**config.mk**
```make
export PLATFORM = sky130hd
export DESIGN_NAME = hash_escape_decoder_core_flat
export DESIGN_NICKNAME = d
export VERILOG_FILES = /design/src/hed_pkg.sv /design/src/hed_if.sv /design/src/hed_front.sv /design/src/hed_queue.sv /design/src/hed_back.sv /design/src/hash_escape_decoder_core.sv /design/src/flat_wrapper.sv
export SDC_FILE = /design/constraint.sdc
export NUM_CORES = 1
export LEC_CHECK = 0
export BUFFER_PORTS_ARGS = -buffer_cell sky130_fd_sc_hd__buf_4
export CELL_PAD_IN_SITES_DETAIL_PLACEMENT = 0
export CELL_PAD_IN_SITES_GLOBAL_PLACEMENT = 1
export CORE_UTILIZATION = 50
export DETAILED_ROUTE_END_ITERATION = 10
export GPL_TIMING_DRIVEN = 0
export HOLD_SLACK_MARGIN = 0.06
export PLACE_DENSITY = 0.92
export SLEW_MARGIN = 40
export SYNTH_ARGS = -nofsm -noshare
export SYNTH_HDL_FRONTEND = slang
export SYNTH_SLANG_ARGS = --single-unit
```
**constraint.sdc**
```tcl
create_clock -name clk -period 6.66 [get_ports clk]
set_clock_uncertainty 0.05 [all_clocks]
set_input_delay 0.666 -clock clk [delete_from_list [all_inputs] [get_ports clk]]
set_output_delay 0.666 -clock clk [all_outputs]
set_load 0.01 [all_outputs]
```
**src/hed_pkg.sv**
```systemverilog
// ----------------------------------------------------------------------------
// hed_pkg: shared types, constants and helpers of the hash escape decoder
// Character and result types, the escape phase encoding, the result bundle
// passed from the front to the back, and hex digit helpers.
// ----------------------------------------------------------------------------
package hed_pkg;

	localparam int CHAR_W = 8;
	localparam int BND_SLOTS = 3;
	localparam int Q_DEPTH = 2;
	localparam int Q_PTR_W = (Q_DEPTH > 1) ? $clog2(Q_DEPTH) : 1;
	localparam int Q_CNT_W = $clog2(Q_DEPTH + 1);
	localparam int BND_CNT_W = $clog2(BND_SLOTS + 1);

	typedef logic [CHAR_W-1:0] char_t;

	// reset value of the escape mark register
	localparam char_t ESC_RESET = 8'd35;

	// opcode of an input item
	localparam logic OPC_CHAR = 1'b0;
	localparam logic OPC_END  = 1'b1;

	typedef enum logic [1:0] {
		PH_IDLE  = 2'd0,
		PH_MARK  = 2'd1,
		PH_DIGIT = 2'd2
	} phase_t;

	// one result item
	typedef struct packed {
		char_t ch;
		logic  eoi;
	} res_t;

	// all results caused by one input item, packed from slot 0 upwards
	typedef struct packed {
		res_t [BND_SLOTS-1:0] ent;
		logic [BND_CNT_W-1:0] cnt;
	} bundle_t;

	function automatic logic is_dec(input char_t c);
		return (c >= 8'h30) && (c <= 8'h39);
	endfunction

	function automatic logic is_hex(input char_t c);
		return is_dec(c) || ((c >= 8'h61) && (c <= 8'h66)) ||
			((c >= 8'h41) && (c <= 8'h46));
	endfunction

	// nibble value of a hex digit, letters have low nibble 1..6
	function automatic logic [3:0] hex_val(input char_t c);
		return is_dec(c) ? c[3:0] : 4'(c[3:0] + 4'd9);
	endfunction

endpackage

```
**src/hed_if.sv**
```systemverilog
// ----------------------------------------------------------------------------
// hed_in_if / hed_out_if: valid/ready channels of the hash escape decoder
// The input channel carries characters and end items, the output channel
// carries decoded characters and the end marker.
// ----------------------------------------------------------------------------
interface hed_in_if;
	logic              valid;
	logic              ready;
	logic              opcode;
	hed_pkg::char_t    in_char;

	modport source (output valid, output opcode, output in_char, input ready);
	modport sink   (input valid, input opcode, input in_char, output ready);
endinterface

interface hed_out_if;
	logic              valid;
	logic              ready;
	hed_pkg::char_t    out_char;
	logic              end_flag;

	modport source (output valid, output out_char, output end_flag, input ready);
	modport sink   (input valid, input out_char, input end_flag, output ready);
endinterface

```
**src/hed_front.sv**
```systemverilog
// ----------------------------------------------------------------------------
// hed_front: accepts items and classifies them against the escape state
// Holds the escape mark register and the phase, and turns each item into a
// bundle of up to three results that is pushed to the queue.
// ----------------------------------------------------------------------------
module hed_front (
	input  logic             clk,
	input  logic             arst_n,
	input  logic             cfg_we,
	input  hed_pkg::char_t   cfg_wdata,
	hed_in_if.sink           in_ch,
	output logic             push,
	output hed_pkg::bundle_t push_bnd,
	input  logic             q_full
);
	import hed_pkg::*;

	char_t   esc_q;
	phase_t  phase_q, phase_d;
	char_t   held_q, held_d;
	logic    acc;
	char_t   c;
	logic    ch_hex;
	logic    ch_esc;
	char_t   s_ch  [4];
	logic    s_ok  [4];
	logic    s_end [4];
	logic [BND_CNT_W-1:0] n;

	assign in_ch.ready = !q_full;
	assign acc = in_ch.valid && in_ch.ready;
	assign c = in_ch.in_char;
	assign ch_hex = is_hex(c);
	assign ch_esc = (c == esc_q);

	// escape mark register
	always_ff @(posedge clk or negedge arst_n) begin
		if (!arst_n) begin
			esc_q <= ESC_RESET;
		end else if (cfg_we) begin
			esc_q <= cfg_wdata;
		end
	end

	// phase and held digit
	always_ff @(posedge clk or negedge arst_n) begin
		if (!arst_n) begin
			phase_q <= PH_IDLE;
			held_q  <= '0;
		end else if (acc) begin
			phase_q <= phase_d;
			held_q  <= held_d;
		end
	end

	// next phase
	always_comb begin
		phase_d = PH_IDLE;
		held_d  = held_q;
		if (in_ch.opcode == OPC_END) begin
			phase_d = PH_IDLE;
			held_d  = '0;
		end else begin
			unique case (phase_q)
				PH_MARK: begin
					if (ch_esc) begin
						phase_d = PH_IDLE;
					end else if (ch_hex) begin
						phase_d = PH_DIGIT;
						held_d  = c;
					end else begin
						phase_d = PH_IDLE;
					end
				end
				PH_DIGIT: begin
					held_d  = '0;
					phase_d = (!ch_hex && ch_esc) ? PH_MARK : PH_IDLE;
				end
				default: begin
					phase_d = ch_esc ? PH_MARK : PH_IDLE;
				end
			endcase
		end
	end

	// candidate results: held mark, held digit, character or byte, end marker
	always_comb begin
		s_ch[0] = esc_q;
		s_ch[1] = held_q;
		s_ch[2] = c;
		s_ch[3] = '0;
		for (int i = 0; i < 4; i++) begin
			s_ok[i]  = 1'b0;
			s_end[i] = 1'b0;
		end
		if (in_ch.opcode == OPC_END) begin
			unique case (phase_q)
				PH_MARK: s_ok[0] = 1'b1;
				PH_DIGIT: begin
					s_ok[0] = 1'b1;
					s_ok[1] = 1'b1;
				end
				default: ;
			endcase
			s_ok[3]  = 1'b1;
			s_end[3] = 1'b1;
		end else begin
			unique case (phase_q)
				PH_MARK: begin
					if (ch_esc) begin
						s_ok[0] = 1'b1;
					end else if (!ch_hex) begin
						s_ok[0] = 1'b1;
						s_ok[2] = 1'b1;
					end
				end
				PH_DIGIT: begin
					if (ch_hex) begin
						s_ch[2] = {hex_val(held_q), hex_val(c)};
						s_ok[2] = 1'b1;
					end else begin
						s_ok[0] = 1'b1;
						s_ok[1] = 1'b1;
						s_ok[2] = !ch_esc;
					end
				end
				default: s_ok[2] = !ch_esc;
			endcase
		end
		// zero bytes are dropped
		for (int i = 0; i < 3; i++) begin
			if (s_ch[i] == '0) begin
				s_ok[i] = 1'b0;
			end
		end
	end

	// pack the surviving results into the bundle
	always_comb begin
		push_bnd = '0;
		n = '0;
		for (int i = 0; i < 4; i++) begin
			if (s_ok[i]) begin
				push_bnd.ent[n[1:0]].ch  = s_ch[i];
				push_bnd.ent[n[1:0]].eoi = s_end[i];
				n = BND_CNT_W'(n + 1'b1);
			end
		end
		push_bnd.cnt = n;
	end

	assign push = acc && (n != '0);

endmodule

```
**src/hed_queue.sv**
```systemverilog
// ----------------------------------------------------------------------------
// hed_queue: short bundle queue between front and back
// Register queue of Q_DEPTH bundles; full and empty come from the fill count.
// ----------------------------------------------------------------------------
module hed_queue (
	input  logic             clk,
	input  logic             arst_n,
	input  logic             push,
	input  hed_pkg::bundle_t push_bnd,
	output logic             full,
	input  logic             pop,
	output hed_pkg::bundle_t pop_bnd,
	output logic             empty
);
	import hed_pkg::*;

	bundle_t              mem [Q_DEPTH];
	logic [Q_PTR_W-1:0]   wr_ptr_q;
	logic [Q_PTR_W-1:0]   rd_ptr_q;
	logic [Q_CNT_W-1:0]   cnt_q;

	assign full  = (cnt_q == Q_CNT_W'(Q_DEPTH));
	assign empty = (cnt_q == '0);
	assign pop_bnd = mem[rd_ptr_q];

	// storage
	always_ff @(posedge clk) begin
		if (push) begin
			mem[wr_ptr_q] <= push_bnd;
		end
	end

	// pointers and fill count
	always_ff @(posedge clk or negedge arst_n) begin
		if (!arst_n) begin
			wr_ptr_q <= '0;
			rd_ptr_q <= '0;
			cnt_q    <= '0;
		end else begin
			if (push) begin
				wr_ptr_q <= (wr_ptr_q == Q_PTR_W'(Q_DEPTH - 1)) ? '0 :
					Q_PTR_W'(wr_ptr_q + 1'b1);
			end
			if (pop) begin
				rd_ptr_q <= (rd_ptr_q == Q_PTR_W'(Q_DEPTH - 1)) ? '0 :
					Q_PTR_W'(rd_ptr_q + 1'b1);
			end
			if (push && !pop) begin
				cnt_q <= Q_CNT_W'(cnt_q + 1'b1);
			end else if (pop && !push) begin
				cnt_q <= Q_CNT_W'(cnt_q - 1'b1);
			end
		end
	end

endmodule

```
**src/hed_back.sv**
```systemverilog
// ----------------------------------------------------------------------------
// hed_back: hands out the results of one bundle per output item
// Loads a bundle from the queue and presents its results in order from
// registers; the next bundle is loaded as the last result goes out.
// ----------------------------------------------------------------------------
module hed_back (
	input  logic             clk,
	input  logic             arst_n,
	input  hed_pkg::bundle_t pop_bnd,
	input  logic             q_empty,
	output logic             pop,
	hed_out_if.source        out_ch
);
	import hed_pkg::*;

	bundle_t              cur_q;
	logic [BND_CNT_W-1:0] idx_q;
	logic                 have_q;
	logic                 fire;
	logic                 done;

	assign fire = out_ch.valid && out_ch.ready;
	assign done = fire && (idx_q == BND_CNT_W'(cur_q.cnt - 1'b1));
	assign pop  = !q_empty && (!have_q || done);

	// current bundle and result index
	always_ff @(posedge clk or negedge arst_n) begin
		if (!arst_n) begin
			have_q <= 1'b0;
			idx_q  <= '0;
		end else if (pop) begin
			have_q <= 1'b1;
			idx_q  <= '0;
		end else if (done) begin
			have_q <= 1'b0;
		end else if (fire) begin
			idx_q <= BND_CNT_W'(idx_q + 1'b1);
		end
	end

	always_ff @(posedge clk) begin
		if (pop) begin
			cur_q <= pop_bnd;
		end
	end

	// output item
	assign out_ch.valid    = have_q;
	assign out_ch.out_char = cur_q.ent[idx_q[1:0]].ch;
	assign out_ch.end_flag = cur_q.ent[idx_q[1:0]].eoi;

endmodule

```
**src/hash_escape_decoder_core.sv**
```systemverilog
// ----------------------------------------------------------------------------
// hash_escape_decoder_core: escape decoder for names, one character per item
// Removes mark-and-hex escapes and doubled marks from a character stream,
// passes broken escapes through literally and closes each name with an end
// marker.
//
//   channel   dir  handshake      payload
//   in_ch     in   valid/ready    opcode, in_char
//   out_ch    out  valid/ready    out_char, end_flag
//   cfg       in   cfg_we         cfg_wdata (escape mark)
//
// One input item is taken per cycle while the bundle queue has room.
// The back end emits one result per cycle while out_ch is ready, and the
// front stalls only once the two-entry queue is full. Items with no result
// never reach the back. The first result is offered once its bundle has been
// written to the queue and then loaded by the back end (queue write, then
// bundle load); arst_n clears phase, queue and output, and sets the escape
// mark to '#'.
// ----------------------------------------------------------------------------
module hash_escape_decoder_core (
	input  logic           clk,
	input  logic           arst_n,
	input  logic           cfg_we,
	input  hed_pkg::char_t cfg_wdata,
	hed_in_if.sink         in_ch,
	hed_out_if.source      out_ch
);
	import hed_pkg::*;

	logic    push;
	logic    pop;
	logic    q_full;
	logic    q_empty;
	bundle_t push_bnd;
	bundle_t pop_bnd;

	// classify items against the escape state
	hed_front u_front (
		.clk       (clk),
		.arst_n    (arst_n),
		.cfg_we    (cfg_we),
		.cfg_wdata (cfg_wdata),
		.in_ch     (in_ch),
		.push      (push),
		.push_bnd  (push_bnd),
		.q_full    (q_full)
	);

	// bundle queue
	hed_queue u_queue (
		.clk      (clk),
		.arst_n   (arst_n),
		.push     (push),
		.push_bnd (push_bnd),
		.full     (q_full),
		.pop      (pop),
		.pop_bnd  (pop_bnd),
		.empty    (q_empty)
	);

	// result output
	hed_back u_back (
		.clk     (clk),
		.arst_n  (arst_n),
		.pop_bnd (pop_bnd),
		.q_empty (q_empty),
		.pop     (pop),
		.out_ch  (out_ch)
	);

endmodule

```
**src/flat_wrapper.sv**
```systemverilog
// flat-port wrapper written by rule: the top's interface ports become plain ports
module hash_escape_decoder_core_flat import hed_pkg::*;
  (clk, arst_n, cfg_we, cfg_wdata, in_ch_valid, in_ch_opcode, in_ch_in_char, in_ch_ready, out_ch_valid, out_ch_out_char, out_ch_end_flag, out_ch_ready);
  hed_in_if in_ch_i ();
  hed_out_if out_ch_i ();
  input  logic clk;
  input  logic arst_n;
  input  logic cfg_we;
  input  hed_pkg::char_t cfg_wdata;
  input wire logic [$bits(in_ch_i.valid)-1:0] in_ch_valid;
  input wire logic [$bits(in_ch_i.opcode)-1:0] in_ch_opcode;
  input wire logic [$bits(in_ch_i.in_char)-1:0] in_ch_in_char;
  output wire logic [$bits(in_ch_i.ready)-1:0] in_ch_ready;
  output wire logic [$bits(out_ch_i.valid)-1:0] out_ch_valid;
  output wire logic [$bits(out_ch_i.out_char)-1:0] out_ch_out_char;
  output wire logic [$bits(out_ch_i.end_flag)-1:0] out_ch_end_flag;
  input wire logic [$bits(out_ch_i.ready)-1:0] out_ch_ready;
  assign in_ch_i.valid = in_ch_valid;
  assign in_ch_i.opcode = in_ch_opcode;
  assign in_ch_i.in_char = in_ch_in_char;
  assign in_ch_ready = in_ch_i.ready;
  assign out_ch_valid = out_ch_i.valid;
  assign out_ch_out_char = out_ch_i.out_char;
  assign out_ch_end_flag = out_ch_i.end_flag;
  assign out_ch_i.ready = out_ch_ready;
  hash_escape_decoder_core u_core (.clk(clk), .arst_n(arst_n), .cfg_we(cfg_we), .cfg_wdata(cfg_wdata), .in_ch(in_ch_i), .out_ch(out_ch_i));
endmodule
```
==> flow_metrics.tcl <==
set metrics [dict create \
    syn_area_per_cell_um2 12.3 \
    wl_met1_mm 5.00 \
    gp_congestion 0.885 \
    die_h_um 108 \
    fillers 904 \
    met3_length_um 480 \
    grt_overflow 0 \
    power_mw 2.15 \
    place_area_um2 6050 \
    antenna_found_initial 0 \
    initialDrtViolationCount 159 \
    syn_nets 492 \
    synthCells 453 \
    report.final.slew_viol_count 0 \
    p_sw_mw 0.717 \
    crit_type "input pin to register" \
    ys_seq_area_share_pct 58.1 \
    setup_viol 0 \
    post_cts_resized 0 \
    clock_sinks 112 \
    hpwl_mm 8.28 \
    syn-cell-area_um2 5580 \
    dr_wl_met2_mm 5.60 \
    num_antenna_cells 0 \
    grt_first_pass_wirelength_mm 18.4 \
    utilization_pct 57.6 \
    slew_headroom_pct 44.8 \
    grt_pass1_vias 3679 \
    drc 0 \
    worstRegToRegCells 16 \
    synth-async-reset-ratio_pct 22.3 \
    rows 38 \
    regToRegSetupSlack_ns 1.83 \
    synthTopCellsByArea "edfxtp_1, dfrtp_1, mux2_2, ha_1, nand2_1" \
    ios 33 \
    drive_gt1_share_pct 21.8 \
    clk_path_buf_depth 2 \
    endpoint_kind "register" \
    port_buffers 30 \
    clkPwrFrac_pct 18.2 \
    rsz0062_at_grt "false" \
    die_x_um 108 \
    tightest_slew_ns 0.826 \
    powerDensity_nw_per_um2 345 \
    vias 3619 \
    wire_per_inst_um 17.5 \
    detailedPlace.worstSlack_ns 0.844 \
    hold_path.class "input pin to async pin" \
    register_area_um2 3240 \
    yosys-top-cells-count "edfxtp_1, nand2_1, mux2_2, nor2_1" \
    p_sw_share_pct 33.3 \
    worstPathMaxFanout 11 \
    start_util_pct 51.5 \
    ys_warn_count 0 \
    r2r-end "u_core.u_queue.mem[0][19]$_DFFE_PP_" \
    cts_buffers 9 \
    fmax_ghz 0.183 \
    synth_area_leader_cell "edfxtp_1" \
    hold_buffers 0 \
    drt_pre_antenna_iters 4 \
    place_inst 625 \
    root_buffer "clkbuf_8" \
    cts_tree "built" \
    postRouteAntennaNets 0 \
    instances_no_fill 641 \
    cp.required_ns 6.78 \
    multi_input_area_um2 2210 \
    coreArea_um2 10800 \
    start_kind "input pin" \
    grt_use_total_pct 21.0 \
    vdd.ir_drop.worst_v 0.000163 \
    power_frac_comb_pct 32.1 \
    crit_arrival_ns 5.60 \
    clock_latency_ns 0.37 \
    ys_seq_elements 112 \
    synth.most_common_cell "edfxtp_1" \
    drv_cap 0 \
    fin_nets 535 \
    synth_top_area_share_pct 46.8 \
    p_int_mw 1.44 \
    timing.hold.ws_ns 0.132 \
    routed_via_density 5.65 \
    status "complete, no violations" \
    setup_ws_ns 1.18 \
    clk_pin_slew_ns 0.12 \
    period_share_pct 82.3 \
    hold_violations 0 \
    cts_setup_buffers 0 \
    final.setup.tns_ns 0 \
    r2r-start "u_core.u_front.phase_q[0]$_DFFE_PN0P_" \
    leakage_nw 2.30 \
    synth_flop_cell "edfxtp_1" \
    power_frac_seq_pct 49.7 \
    fin_area_um2 6240 \
    synth_edf_count 87 \
    drt-total-wl_mm 11.2 \
    synth_cell_type_count 51 \
    syn2layout_area_growth_pct 11.9 \
    dieArea_um2 11600 \
    htreeDepth 3 \
    grt_max_degree 30 \
    period_minus_slack_ns 5.48 \
    highest_layer "met4" \
]
-- layout make-up --
class | instances | share of cell area [%]
Buffer | 19 | 1.28
Clock buffer | 10 | 2.04
Clock inverter | 6 | 1.00
Inverter | 20 | 1.20
Multi-Input combinational cell | 302 | 35.4
Sequential cell | 112 | 51.9
Tap cell | 140 | 2.81
Timing Repair Buffer | 32 | 4.29
-- worst max-delay path: stages --
cell and delay, ns:
buf_4 0.09, clkbuf_1 0.29, inv_1 0.11, ha_1 0.21
nand2b_1 0.16, o21a_2 0.24, a211oi_1 0.35, o22ai_1 0.14
a221oi_1 0.46, clkbuf_1 0.42, inv_1 0.12, ha_1 0.29
mux2_2 0.32, ha_1 0.18, and2_1 0.14, clkbuf_1 0.24
nor3b_1 0.75, nand2_1 0.10, o21ai_0 0.30
-- layout by cell type (no fill, tap or decap), types with 12 or more instances in the layout --
| cell type | instances |
|---|---|
| ha_1 | 17 |
| nor2_1 | 37 |
| mux2i_1 | 19 |
| clkbuf_1 | 16 |
| buf_4 | 30 |
| o21ai_0 | 22 |
| a211oi_1 | 18 |
| xnor2_1 | 12 |
| inv_1 | 20 |
| dfrtp_1 | 22 |
| edfxtp_1 | 87 |
| mux2_2 | 40 |
| nand2_1 | 52 |
-- power by group through the flow --
stage / Sequential, mW / Combinational [mW] / Clock, mW
5_1_grt: 1.09 / 0.758 / 0.424
3_3_place_gp: 1.08 / 0.637 / 0
3_5_place_dp: 1.09 / 0.690 / 0
4_1_cts: 1.07 / 0.696 / 0.397
2_1_floorplan: 1.06 / 0.459 / 0
6_report: 1.07 / 0.690 / 0.392
-- cell families (layout without fill, tap and decap cells) --
group | after synthesis | after routing | share of synthesized area [%]
fa+ha+maj | 17 | 17 | 3.81
buf+inv | 39 | 87 | 2.78
xor+xnor | 20 | 20 | 3.14
compound gates | 70 | 70 | 9.09
flops | 112 | 112 | 58.1
simple gates | 136 | 136 | 11.6
mux | 59 | 59 | 11.5
-- flip-flops by register name, indices dropped and copies added (netlist names) --
signal and flops:
u_core.u_queue.mem 58, u_core.u_queue.wr_ptr_q 1, u_core.u_front.phase_q 2, u_core.u_back.cur_q 29, u_core.u_front.esc_q 8, u_core.u_back.out_ch.valid 1
u_core.u_front.held_q 8, u_core.u_back.idx_q 2, u_core.u_queue.cnt_q 2, u_core.u_queue.rd_ptr_q 1
-- metal layers --
metal  global-route usage (%)  vias up
li1                         -     1726
met1                     26.5     1782
met2                     37.0       97
met3                     3.39       14
met4                     5.97        0
met5                        0        -
-- worst max path at each step --
stage	startpoint	to	depth (start not counted)	slack [ns]
after CTS	in_ch_in_char[1]	u_core.u_queue.mem[1][6]$_DFFE_PP_	17	1.22
after global placement	in_ch_in_char[1]	u_core.u_queue.mem[0][27]$_DFFE_PP_	17	-0.40
after floorplan	in_ch_in_char[1]	u_core.u_queue.mem[0][0]$_DFFE_PP_	16	0.83
final	in_ch_in_char[1]	u_core.u_queue.mem[0][19]$_DFFE_PP_	19	1.18
after global routing	in_ch_in_char[0]	u_core.u_queue.mem[0][19]$_DFFE_PP_	19	0.86
after detailed placement	in_ch_in_char[1]	u_core.u_queue.mem[1][19]$_DFFE_PP_	17	0.84
Note: power is estimated with default switching activity, not from simulation.
